`config.mk`:
```
export PLATFORM = sky130hd
export DESIGN_NAME = modular_exponentiation_prime_top
export DESIGN_NICKNAME = d
export VERILOG_FILES = /design/src/hw/rtl/mep_pkg.sv /design/src/hw/rtl/modular_exponentiation_prime_top.sv /design/src/hw/rtl/mep_reduce.sv /design/src/hw/rtl/mep_modmul.sv
export SDC_FILE = /design/constraint.sdc
export NUM_CORES = 2
export LEC_CHECK = 0
export ABC_AREA = 1
export BUFFER_PORTS_ARGS = -buffer_cell sky130_fd_sc_hd__buf_4
export CAP_MARGIN = 0
export CORE_MARGIN = 3
export CORE_UTILIZATION = 25
export DETAILED_ROUTE_END_ITERATION = 12
export GPL_TIMING_DRIVEN = 0
export HOLD_SLACK_MARGIN = 0.08
export PLACE_DENSITY = 0.5
export SLEW_MARGIN = 20
export SYNTH_ARGS = -nofsm -noshare
export SYNTH_HDL_FRONTEND = slang
export SYNTH_SLANG_ARGS = --single-unit
```
`constraint.sdc`:
```
create_clock -name clock -period 10.1 [get_ports clock]
set_clock_uncertainty 0.2 [all_clocks]
set_input_delay 2.02 -clock clock [delete_from_list [all_inputs] [get_ports clock]]
set_output_delay 2.02 -clock clock [all_outputs]
set_load 0.02 [all_outputs]
```
`src/hw/rtl/mep_pkg.sv`:
```
// package for the modular exponentiation block: modulus, barrett and folding constants,
// sequencer states and multiplier tags
// no dependencies
`timescale 1ns / 1ps

package mep_pkg;

   localparam int unsigned EXP_BITS_DEF = 63;
   localparam int unsigned BASE_BITS = 63;
   localparam int unsigned EXP_PORT_BITS = 63;
   localparam int unsigned RES_BITS = 30;

   localparam logic [RES_BITS-1:0] PRIME_MOD = 30'd1000000007;
   localparam logic [31:0] PRIME_MOD_X2 = 32'd2000000014;

   // 2^30 mod p, scales a residue by one 30-bit base chunk
   localparam logic [RES_BITS-1:0] FOLD_MULT = 30'd73741817;

   // floor(2^60 / p), fits in 31 bits
   localparam logic [63:0] BARRETT_MU_FULL = 64'h1000_0000_0000_0000 / 64'd1000000007;
   localparam logic [30:0] BARRETT_MU = BARRETT_MU_FULL[30:0];

   typedef enum logic [1:0] {
      TAG_SQUARE = 2'd0,
      TAG_ACC    = 2'd1,
      TAG_FOLD   = 2'd2
   } mep_tag_type;

   typedef enum logic [2:0] {
      ST_IDLE   = 3'd0,
      ST_REDUCE = 3'd1,
      ST_SQUARE = 3'd2,
      ST_MULT   = 3'd3,
      ST_DRAIN  = 3'd4,
      ST_FINISH = 3'd5,
      ST_FOLD   = 3'd6
   } mep_state_type;

endpackage

```
`src/hw/rtl/modular_exponentiation_prime_top.sv`:
```
// base^exponent mod 1000000007 by square and multiply on one shared modular multiplier
// the base is folded into a residue, then for each exponent bit up to the highest set one
// the accumulator takes the square where the bit is set and the square is updated
// one word in flight; idle again as the result loads, so the next is taken even while it waits
// synchronous active-high reset returns the sequencer to idle and empties all stages
// depends on mep_pkg, mep_reduce, mep_modmul
`timescale 1ns / 1ps

module modular_exponentiation_prime_top #(
   parameter int unsigned EXP_BITS = mep_pkg::EXP_BITS_DEF
) (
   input  logic                               clock,
   input  logic                               reset,
   input  logic                               req_valid,
   output logic                               req_ready,
   input  logic [mep_pkg::BASE_BITS-1:0]      req_base,
   input  logic [mep_pkg::EXP_PORT_BITS-1:0]  req_exponent,
   output logic                               rsp_valid,
   input  logic                               rsp_ready,
   output logic [mep_pkg::RES_BITS-1:0]       rsp_power_mod
);
   import mep_pkg::*;

   mep_state_type       state_ff, state_in;
   logic [EXP_BITS-1:0] exp_ff, exp_in;
   logic [RES_BITS-1:0] sq_ff, sq_in;
   logic [RES_BITS-1:0] acc_ff, acc_in;
   logic                rsp_valid_ff, rsp_valid_in;
   logic [RES_BITS-1:0] rsp_pm_ff, rsp_pm_in;

   logic [63:0]         exp_ext;
   logic [EXP_BITS-1:0] exp_next;
   logic                red_load, red_shift, red_done;
   logic [RES_BITS-1:0] red_lead, red_residue;
   logic                mm_in_valid, mm_out_valid, mm_busy;
   mep_tag_type         mm_in_tag, mm_out_tag;
   logic [RES_BITS-1:0] mm_a, mm_b, mm_result;

   mep_reduce u_reduce (
      .clock   (clock),
      .reset   (reset),
      .load    (red_load),
      .value   (req_base),
      .shift   (red_shift),
      .partial (mm_result),
      .done    (red_done),
      .lead    (red_lead),
      .residue (red_residue)
   );

   mep_modmul u_modmul (
      .clock     (clock),
      .reset     (reset),
      .in_valid  (mm_in_valid),
      .in_tag    (mm_in_tag),
      .op_a      (mm_a),
      .op_b      (mm_b),
      .out_valid (mm_out_valid),
      .out_tag   (mm_out_tag),
      .result    (mm_result),
      .busy      (mm_busy)
   );

   assign exp_ext  = {1'b0, req_exponent};
   assign exp_next = exp_ff >> 1;

   always_comb begin
      state_in     = state_ff;
      exp_in       = exp_ff;
      sq_in        = sq_ff;
      acc_in       = acc_ff;
      rsp_valid_in = rsp_valid_ff && !rsp_ready;
      rsp_pm_in    = rsp_pm_ff;
      red_load     = 1'b0;
      red_shift    = 1'b0;
      mm_in_valid  = 1'b0;
      mm_in_tag    = TAG_SQUARE;
      mm_a         = sq_ff;
      mm_b         = sq_ff;

      if (mm_out_valid) begin
         case (mm_out_tag)
            TAG_ACC: begin
               acc_in = mm_result;
            end
            TAG_FOLD: begin
               sq_in     = red_residue;
               red_shift = 1'b1;
            end
            default: begin
               sq_in = mm_result;
            end
         endcase
      end

      case (state_ff)
         ST_IDLE: begin
            if (req_valid) begin
               red_load = 1'b1;
               exp_in   = exp_ext[EXP_BITS-1:0];
               sq_in    = red_lead;
               acc_in   = RES_BITS'(1);
               state_in = ST_REDUCE;
            end
         end
         ST_REDUCE: begin
            mm_in_valid = 1'b1;
            mm_in_tag   = TAG_FOLD;
            mm_b        = FOLD_MULT;
            state_in    = ST_FOLD;
         end
         ST_FOLD: begin
            if (!mm_busy) begin
               if (!red_done) begin
                  state_in = ST_REDUCE;
               end else if (exp_ff == '0) begin
                  state_in = ST_FINISH;
               end else begin
                  state_in = ST_SQUARE;
               end
            end
         end
         ST_SQUARE: begin
            // no square needed once the remaining exponent is spent
            if (exp_next != '0) begin
               mm_in_valid = 1'b1;
            end
            if (exp_ff[0]) begin
               state_in = ST_MULT;
            end else begin
               state_in = ST_DRAIN;
            end
         end
         ST_MULT: begin
            mm_in_valid = 1'b1;
            mm_in_tag   = TAG_ACC;
            mm_a        = acc_ff;
            state_in    = ST_DRAIN;
         end
         ST_DRAIN: begin
            if (!mm_busy) begin
               exp_in = exp_next;
               if (exp_next == '0) begin
                  state_in = ST_FINISH;
               end else begin
                  state_in = ST_SQUARE;
               end
            end
         end
         ST_FINISH: begin
            if (!rsp_valid_ff || rsp_ready) begin
               rsp_valid_in = 1'b1;
               rsp_pm_in    = acc_ff;
               state_in     = ST_IDLE;
            end
         end
         default: begin
            state_in = ST_IDLE;
         end
      endcase
   end

   always_ff @(posedge clock) begin
      if (reset) begin
         state_ff     <= ST_IDLE;
         rsp_valid_ff <= 1'b0;
      end else begin
         state_ff     <= state_in;
         rsp_valid_ff <= rsp_valid_in;
      end
      exp_ff    <= exp_in;
      sq_ff     <= sq_in;
      acc_ff    <= acc_in;
      rsp_pm_ff <= rsp_pm_in;
   end

   assign req_ready     = (state_ff == ST_IDLE);
   assign rsp_valid     = rsp_valid_ff;
   assign rsp_power_mod = rsp_pm_ff;

endmodule

```
`src/hw/rtl/mep_reduce.sv`:
```
// base folding for the modular exponentiation block: holds the 63-bit base as 30-bit
// chunks and adds the next chunk to a scaled residue modulo the prime; uses mep_pkg
`timescale 1ns / 1ps

module mep_reduce (
   input  logic                           clock,
   input  logic                           reset,
   input  logic                           load,
   input  logic [mep_pkg::BASE_BITS-1:0]  value,
   input  logic                           shift,
   input  logic [mep_pkg::RES_BITS-1:0]   partial,
   output logic                           done,
   output logic [mep_pkg::RES_BITS-1:0]   lead,
   output logic [mep_pkg::RES_BITS-1:0]   residue
);
   import mep_pkg::*;

   logic [2*RES_BITS-1:0] chunk_ff, chunk_in;
   logic [1:0]            cnt_ff, cnt_in;
   logic [RES_BITS+1:0]   sum;

   always_comb begin
      chunk_in = chunk_ff;
      cnt_in   = cnt_ff;
      if (load) begin
         chunk_in = value[2*RES_BITS-1:0];
         cnt_in   = 2'd2;
      end else if (shift) begin
         chunk_in = {chunk_ff[RES_BITS-1:0], {RES_BITS{1'b0}}};
         cnt_in   = cnt_ff - 2'd1;
      end
   end

   // residue plus a 30-bit chunk stays below 3p
   assign sum = {2'b00, partial} + {2'b00, chunk_ff[2*RES_BITS-1:RES_BITS]};

   always_comb begin
      if (sum >= PRIME_MOD_X2) begin
         residue = RES_BITS'(sum - PRIME_MOD_X2);
      end else if (sum >= {2'b00, PRIME_MOD}) begin
         residue = RES_BITS'(sum - {2'b00, PRIME_MOD});
      end else begin
         residue = sum[RES_BITS-1:0];
      end
   end

   always_ff @(posedge clock) begin
      if (reset) begin
         cnt_ff <= '0;
      end else begin
         cnt_ff <= cnt_in;
      end
      chunk_ff <= chunk_in;
   end

   assign done = (cnt_ff == '0);
   assign lead = RES_BITS'(value[BASE_BITS-1:2*RES_BITS]);

endmodule

```
`src/hw/rtl/mep_modmul.sv`:
```
// four-stage pipelined modular multiplier, barrett reduction modulo the prime
// operands must be residues; uses mep_pkg
`timescale 1ns / 1ps

module mep_modmul (
   input  logic                          clock,
   input  logic                          reset,
   input  logic                          in_valid,
   input  mep_pkg::mep_tag_type          in_tag,
   input  logic [mep_pkg::RES_BITS-1:0]  op_a,
   input  logic [mep_pkg::RES_BITS-1:0]  op_b,
   output logic                          out_valid,
   output mep_pkg::mep_tag_type          out_tag,
   output logic [mep_pkg::RES_BITS-1:0]  result,
   output logic                          busy
);
   import mep_pkg::*;

   logic [3:0]        valid_ff;
   mep_tag_type       tag1_ff, tag2_ff, tag3_ff, tag4_ff;
   logic [59:0]       prod_ff;
   logic [61:0]       mu_ff;
   logic [31:0]       lo2_ff, lo3_ff, qp_ff;
   logic [RES_BITS-1:0] res_ff, res_in;
   logic [31:0]       diff;

   // remainder estimate is below 3p, so two corrections at most
   always_comb begin
      diff = lo3_ff - qp_ff;
      if (diff >= PRIME_MOD_X2) begin
         res_in = RES_BITS'(diff - PRIME_MOD_X2);
      end else if (diff >= {2'b00, PRIME_MOD}) begin
         res_in = RES_BITS'(diff - {2'b00, PRIME_MOD});
      end else begin
         res_in = diff[RES_BITS-1:0];
      end
   end

   always_ff @(posedge clock) begin
      if (reset) begin
         valid_ff <= '0;
      end else begin
         valid_ff <= {valid_ff[2:0], in_valid};
      end
      tag1_ff <= in_tag;
      tag2_ff <= tag1_ff;
      tag3_ff <= tag2_ff;
      tag4_ff <= tag3_ff;
      prod_ff <= 60'(op_a) * 60'(op_b);
      mu_ff   <= 62'(prod_ff[59:29]) * 62'(BARRETT_MU);
      lo2_ff  <= prod_ff[31:0];
      qp_ff   <= 32'(mu_ff[61:31]) * 32'(PRIME_MOD);
      lo3_ff  <= lo2_ff;
      res_ff  <= res_in;
   end

   assign out_valid = valid_ff[3];
   assign out_tag   = tag4_ff;
   assign result    = res_ff;
   assign busy      = |valid_ff;

endmodule
```
# After elaboration in Yosys (flattened, before gate mapping)
# Index checks and enable logic that the tools add are counted.
op_classes:
  add_sub_neg: 7
  mul: 3
  n_div: 0
  order_cmp: 4
  eq_ne: 12
  n_shift: 0
  n_mux: 39
  bitwise: 0
  reduce_logical: 17
op_table:
  columns: ["operator", "count"]
  rows:
  - ["$mux 30", 13]
  - ["$logic_not 63->1", 2]
  - ["$mux 63", 2]
  - ["$pmux 63 s2", 1]
  - ["$mux 60", 2]
  - ["$sub 30x30->30 const B", 4]
  - ["$reduce_bool 63->1", 1]
  - ["$mul 30x30->60", 1]
  - ["$pmux 30 s2", 1]
  - ["$mul 31x28->59 const B", 1]
  - ["$ge 32x30->1 const B", 1]
  - ["$ge 32x31->1 const B", 1]
  - ["$mul 31x30->32 const B", 1]
  - ["$sub 32x32->32", 1]
  - ["$add 30x30->31", 1]
  - ["$ge 31x30->1 const B", 1]
  - ["$ge 31x31->1 const B", 1]
  - ["$mux 3", 8]
  - ["$pmux 3 s7", 1]
  - ["$eq 3x3->1 const B", 3]
  - ["$ne 2x2->1 const B", 4]
  - ["$mux 1", 7]
  - ["$eq 3x2->1 const B", 2]
  - ["$mux 2", 2]
  - ["17 further kinds", 20]
totals:
  register_bits: 476
  latch_bits: 0
  mem_bits_rw: 0
  rom_bits: 0
  output_inout_bits: 32
  wordCells: 102
  memories: 0

# Longest topological paths before layout
depth:
  depth_word: 8
  mapped_depth: 41
  mapped_depth_nobuf: 39

# Cells and area by module
# Synthesis repeated with hierarchy kept, for this count alone.
unflattened:
  cells_unflattened: 10069
  area_unflattened_um2: 77515.6
modules_own_cells:
  columns: ["module", "n_inst", "cells_per_inst", "area_each_um2", "seq_area_each_um2"]
  rows:
  - ["mep_modmul", 1, 7619, 61502.7, 4584.4]
  - ["mep_reduce", 1, 1420, 8300.5, 1841.8]
  - ["modular_exponentiation_prime_top", 1, 1030, 7712.4, 4073.9]

# Worst setup path before layout
# No wires, ideal clock.
synth_timing:
  path_kind: "register to register"
  startpoint: "register state_ff[1]"
  endpoint: "register u_modmul.prod_ff[57]"
  t_arrival_ns: 8.181
  required_ns: 9.779
  slack_ns: 1.598
  path_stages_with_launch: 38
  n_path_buf: 4
  cell_sequence: "dfxtp_1 clkbuf_1 nand2_1 nor2_1 clkbuf_1 clkbuf_1 nor2_1 nor2_1 inv_1 clkbuf_1 nor2_1 fa_1 fa_1 inv_1 fa_1 fa_1 inv_1 fa_1 (+2 left out) inv_1 fa_1 inv_1 ha_1 a21oi_1 inv_1 a31oi_1 o21ai_0 a21oi_1 a21boi_0 nor2_1 nand2_1 nand2_1 a21oi_1 o21ai_0 nand2_1 nand2_1 xor2_1"
synth_via:
  elab_chain_len: 3
  word_cells_on_any_way: 5
  classes_between: "mul: 1; eq/ne: 2; mux: 2"
synth_lines:
  columns: ["element", "line", "rtl"]
  rows:
  - ["start, declared", "modular_exponentiation_prime_top.sv:24", "mep_state_type state_ff, state_in;"]
  - ["start signal, assigned", "modular_exponentiation_prime_top.sv:168", "state_ff <= state_in;"]
  - ["$eq 3x2->1 or $eq 3x1->1 (tied branches)", "modular_exponentiation_prime_top.sv:96", "case (state_ff)"]
  - ["$mux 30", "modular_exponentiation_prime_top.sv:96", null]
  - ["$mul 30x30->60 (*)", "mep_modmul.sv:49", "prod_ff <= 60'(op_a) * 60'(op_b);"]
  - ["end signal, assigned", "mep_modmul.sv:49", null]
  - ["end, declared", "mep_modmul.sv:21", "logic [59:0] prod_ff;"]
# Mark *: on every way between the ends. The rest lies on a longest branch, timed or not.
# A chain may end at the register's enable or synchronous reset.

# Worst setup path after layout
layout_timing:
  startpoint: "register state_ff[2]"
  endpoint: "register u_modmul.prod_ff[57]"
# Same word-level chain as after synthesis.

==> impl_metrics.json <==
{
  "end_kind": "flip-flop",
  "drc": 0,
  "firstDrtPassIters": 6,
  "cp_data_arrival_time_ps": 10280,
  "syn_nets": 11050,
  "grt.overflow.total": 0,
  "synth_mux_area_frac": 0.003859,
  "yosysUniqueCellTypes": 63,
  "syn_inst": 8864,
  "yosys.area_share.xor_xnor": 0.03209,
  "final_max_slew_viol_count": 0,
  "seq_area_frac_synth": 0.1439,
  "drv_cap": 0,
  "numCtsBuffers": 49,
  "grt_pass1_wl_um": 387500,
  "hold_path_end": "u_modmul.lo2_ff[14]",
  "cts_num_sinks": 448,
  "wirelength_um": 261900,
  "max_clock_freq_mhz": 100.2,
  "ff2ff_path_depth": 35,
  "crit_required_ps": 10400,
  "numPortBuffers": 160,
  "crit_path_frequent_cell": "fa_1",
  "synth-seq-cells": 448,
  "cpPeakStageDelay_ps": 640,
  "clk_latency_ps": 670,
  "clockRootBuffer": "clkbuf_16",
  "synth.avg_cell_area_um2": 8.230,
  "htree_levels": 2,
  "hold_viol_final": 0,
  "start_util": 0.2523,
  "ios": 162,
  "slowest_stage": "fa_1",
  "grt_usage": 0.1731,
  "status": "completed",
  "min_from": "u_modmul.prod_ff[14]",
  "synthesis.area_um2": 72950,
  "tns_ps": 0,
  "critPathLaunchType": "flip-flop",
  "min_path_cells": 0,
  "vias": 58480,
  "finalSetupViolations": 0,
  "layout-drive-gt1-share": 0.06606,
  "die_w_um": 546.2,
  "fin_crit_sh": 0.9884,
  "viasPerCell": 4.489,
  "slew_headroom": 0.1743,
  "reg2reg_setup_slack_ps": 120,
  "synth_warnings": 0,
  "critical_path_class": "flip-flop to flip-flop",
  "cp.buffers_inverters": 8,
  "die-area_um2": 298300,
  "grt_pass1_vias": 58790,
  "stdcell_count": 13030,
  "coreArea_um2": 289100,
  "synth_ff_type": "dfxtp_1",
  "synth-edff-count": 153,
  "cts_tree": "built",
  "worstReg2RegStart": "state_ff[2]",
  "die_y_um": 546.2,
  "grt_antenna_before_repair": 5,
  "synthArstFlopShare": 0,
  "synthSimpleGateAreaFrac": 0.1716,
  "hp-class": "flip-flop to flip-flop",
  "wire_per_inst_um": 20.11,
  "num_rows": 197,
  "final_antenna_net_count": 0,
  "syn_to_final_growth_pct": 11.98,
  "placed_cells": 12920,
  "finalWorstPathRequiredPeriod_ps": 9983,
  "tightest_slew_ps": 1235,
  "cp_max_fo": 10,
  "synthAdderAreaFrac": 0.4789,
  "clock_tree.buffer_depth": 3,
  "gp_congestion": 1.005,
  "layout.nets": 11290,
  "clk_pin_slew_ps": 70,
  "cpLargestDelayFamily": "adder cells",
  "synth_compound_area_frac": 0.05401,
  "grt_max_degree": 43,
  "synth_top_family_by_area": "adder cells",
  "drt_iter0_drc": 4485,
  "dp_hpwl_um": 222300,
  "rsz0062_at_grt": "true",
  "r2r-end": "u_modmul.prod_ff[57]"
}
-- layout by cell type, fill, tap and decap left out, types with 17 or more instances in the layout --
cell,netlist,layout
inv_1,1987,1977
nand2_1,1783,1768
fa_1,1225,1225
nor2_1,966,945
ha_1,832,832
a21oi_1,349,341
dfxtp_1,295,294
nand3_1,196,196
buf_4,9,191
o21ai_0,196,191
xor2_1,164,164
edfxtp_1,153,153
clkbuf_2,1,79
xnor2_1,76,76
clkbuf_1,171,70
nand4_1,53,53
clkbuf_16,0,50
o21ai_1,47,45
nand2_2,25,37
nor3_1,36,36
a31oi_1,31,31
nor4_1,31,27
mux2_2,25,25
buf_2,11,21
nor2_2,11,18
inv_2,15,17
a21o_1,17,17
-- what timing repair did --
item | 4_1_cts | 5_1_grt
resized for setup | 140 | 126
buffers inserted | 8 | 11
hold buffers | 0 | 0
setup endpoints to repair | 42 | 17
hold endpoints to repair | 0 | 0
pin swaps | 3 | 4
-- metal layers --
| layer | global-route usage | vias up | share of wire |
|---|---|---|---|
| met2 | 0.2668 | 2129 | 0.43 |
| li1 | - | 27320 | - |
| met5 | 0 | - | 0.000046 |
| met3 | 0.03348 | 446 | 0.081 |
| met4 | 0.06269 | 2 | 0.048 |
| met1 | 0.2399 | 28580 | 0.45 |
-- cell families (layout without fill, tap and decap cells) --
logic type,count (synthesis),count (layout)
DFF,448,448
AOI/OAI and AO/OA,722,722
buffers and inverters,2224,2503
other,0,4
xor gates and xnor gates,254,254
muxes,25,25
adders and majority gates,2057,2057
and+or+nand+nor,3134,3134
-- metrics by stage --
stage	area [um^2]	util	setup WS [ps]	hold slack, ps
floorplan	72950	-	1598	109.6
global placement	79000	0.2732	-2103	110.5
detailed placement	79350	0.2745	-1787	112.1
CTS	81430	0.2816	2.425	123.0
global route	81680	0.2825	-72.37	125.2
finish	81690	0.2825	117.1	116.9
-- final cells by class --
type	instances	area (um^2)
antenna	4	10.01
sequential	448	10500
tap	3880	4855
timing repair buffer	196	1630
clock buffer	59	1326
inverter	2015	7606
multi-input combinational	6192	54360
clock inverter	31	367.9
fill	31490	207400
buffer	202	1030
-- synth_stat cells (15+ instances only) --
library cell | number | area [um^2]
nand2_1 | 1783 | 6693
nand2_2 | 25 | 156.4
nand4_1 | 53 | 331.6
mux2_2 | 25 | 281.5
nor4_1 | 31 | 193.9
a21o_1 | 17 | 127.6
nor2_1 | 966 | 3626
fa_1 | 1225 | 24520
ha_1 | 832 | 10410
nand3_1 | 196 | 980.9
inv_2 | 15 | 56.30
edfxtp_1 | 153 | 4594
clkbuf_1 | 171 | 641.9
dfxtp_1 | 295 | 5906
a31oi_1 | 31 | 193.9
xor2_1 | 164 | 1436
xnor2_1 | 76 | 665.6
nor3_1 | 36 | 180.2
inv_1 | 1987 | 7458
o21ai_1 | 47 | 235.2
a21oi_1 | 349 | 1747
o21ai_0 | 196 | 980.9
-- state kept, by name, summed over array words and instances, names as in the netlist, 3 cells and up --
signal,count
rsp_power_mod,30
acc_ff,30
sq_ff,30
u_modmul.mu_ff,31
u_reduce.chunk_ff,60
u_modmul.result,30
u_modmul.lo2_ff,32
state_ff,3
exp_ff,63
u_modmul.valid_ff,4
u_modmul.lo3_ff,32
u_modmul.prod_ff,60
u_modmul.qp_ff,32
-- worst max-delay path by stage --
stage          cells after the start                   end         from
2_1_floorplan                     37  u_modmul.prod_ff[57]  state_ff[1]
3_3_place_gp                      37  u_modmul.prod_ff[57]  state_ff[1]
3_5_place_dp                      37  u_modmul.prod_ff[57]  state_ff[1]
4_1_cts                           34  u_modmul.prod_ff[56]  state_ff[1]
5_1_grt                           38  u_modmul.prod_ff[57]  state_ff[2]
6_report                          35  u_modmul.prod_ff[57]  state_ff[2]
Power is left out: the tool's default activity adds up to more than one toggle a clock period on the data nets, which glitch-free logic cannot reach.
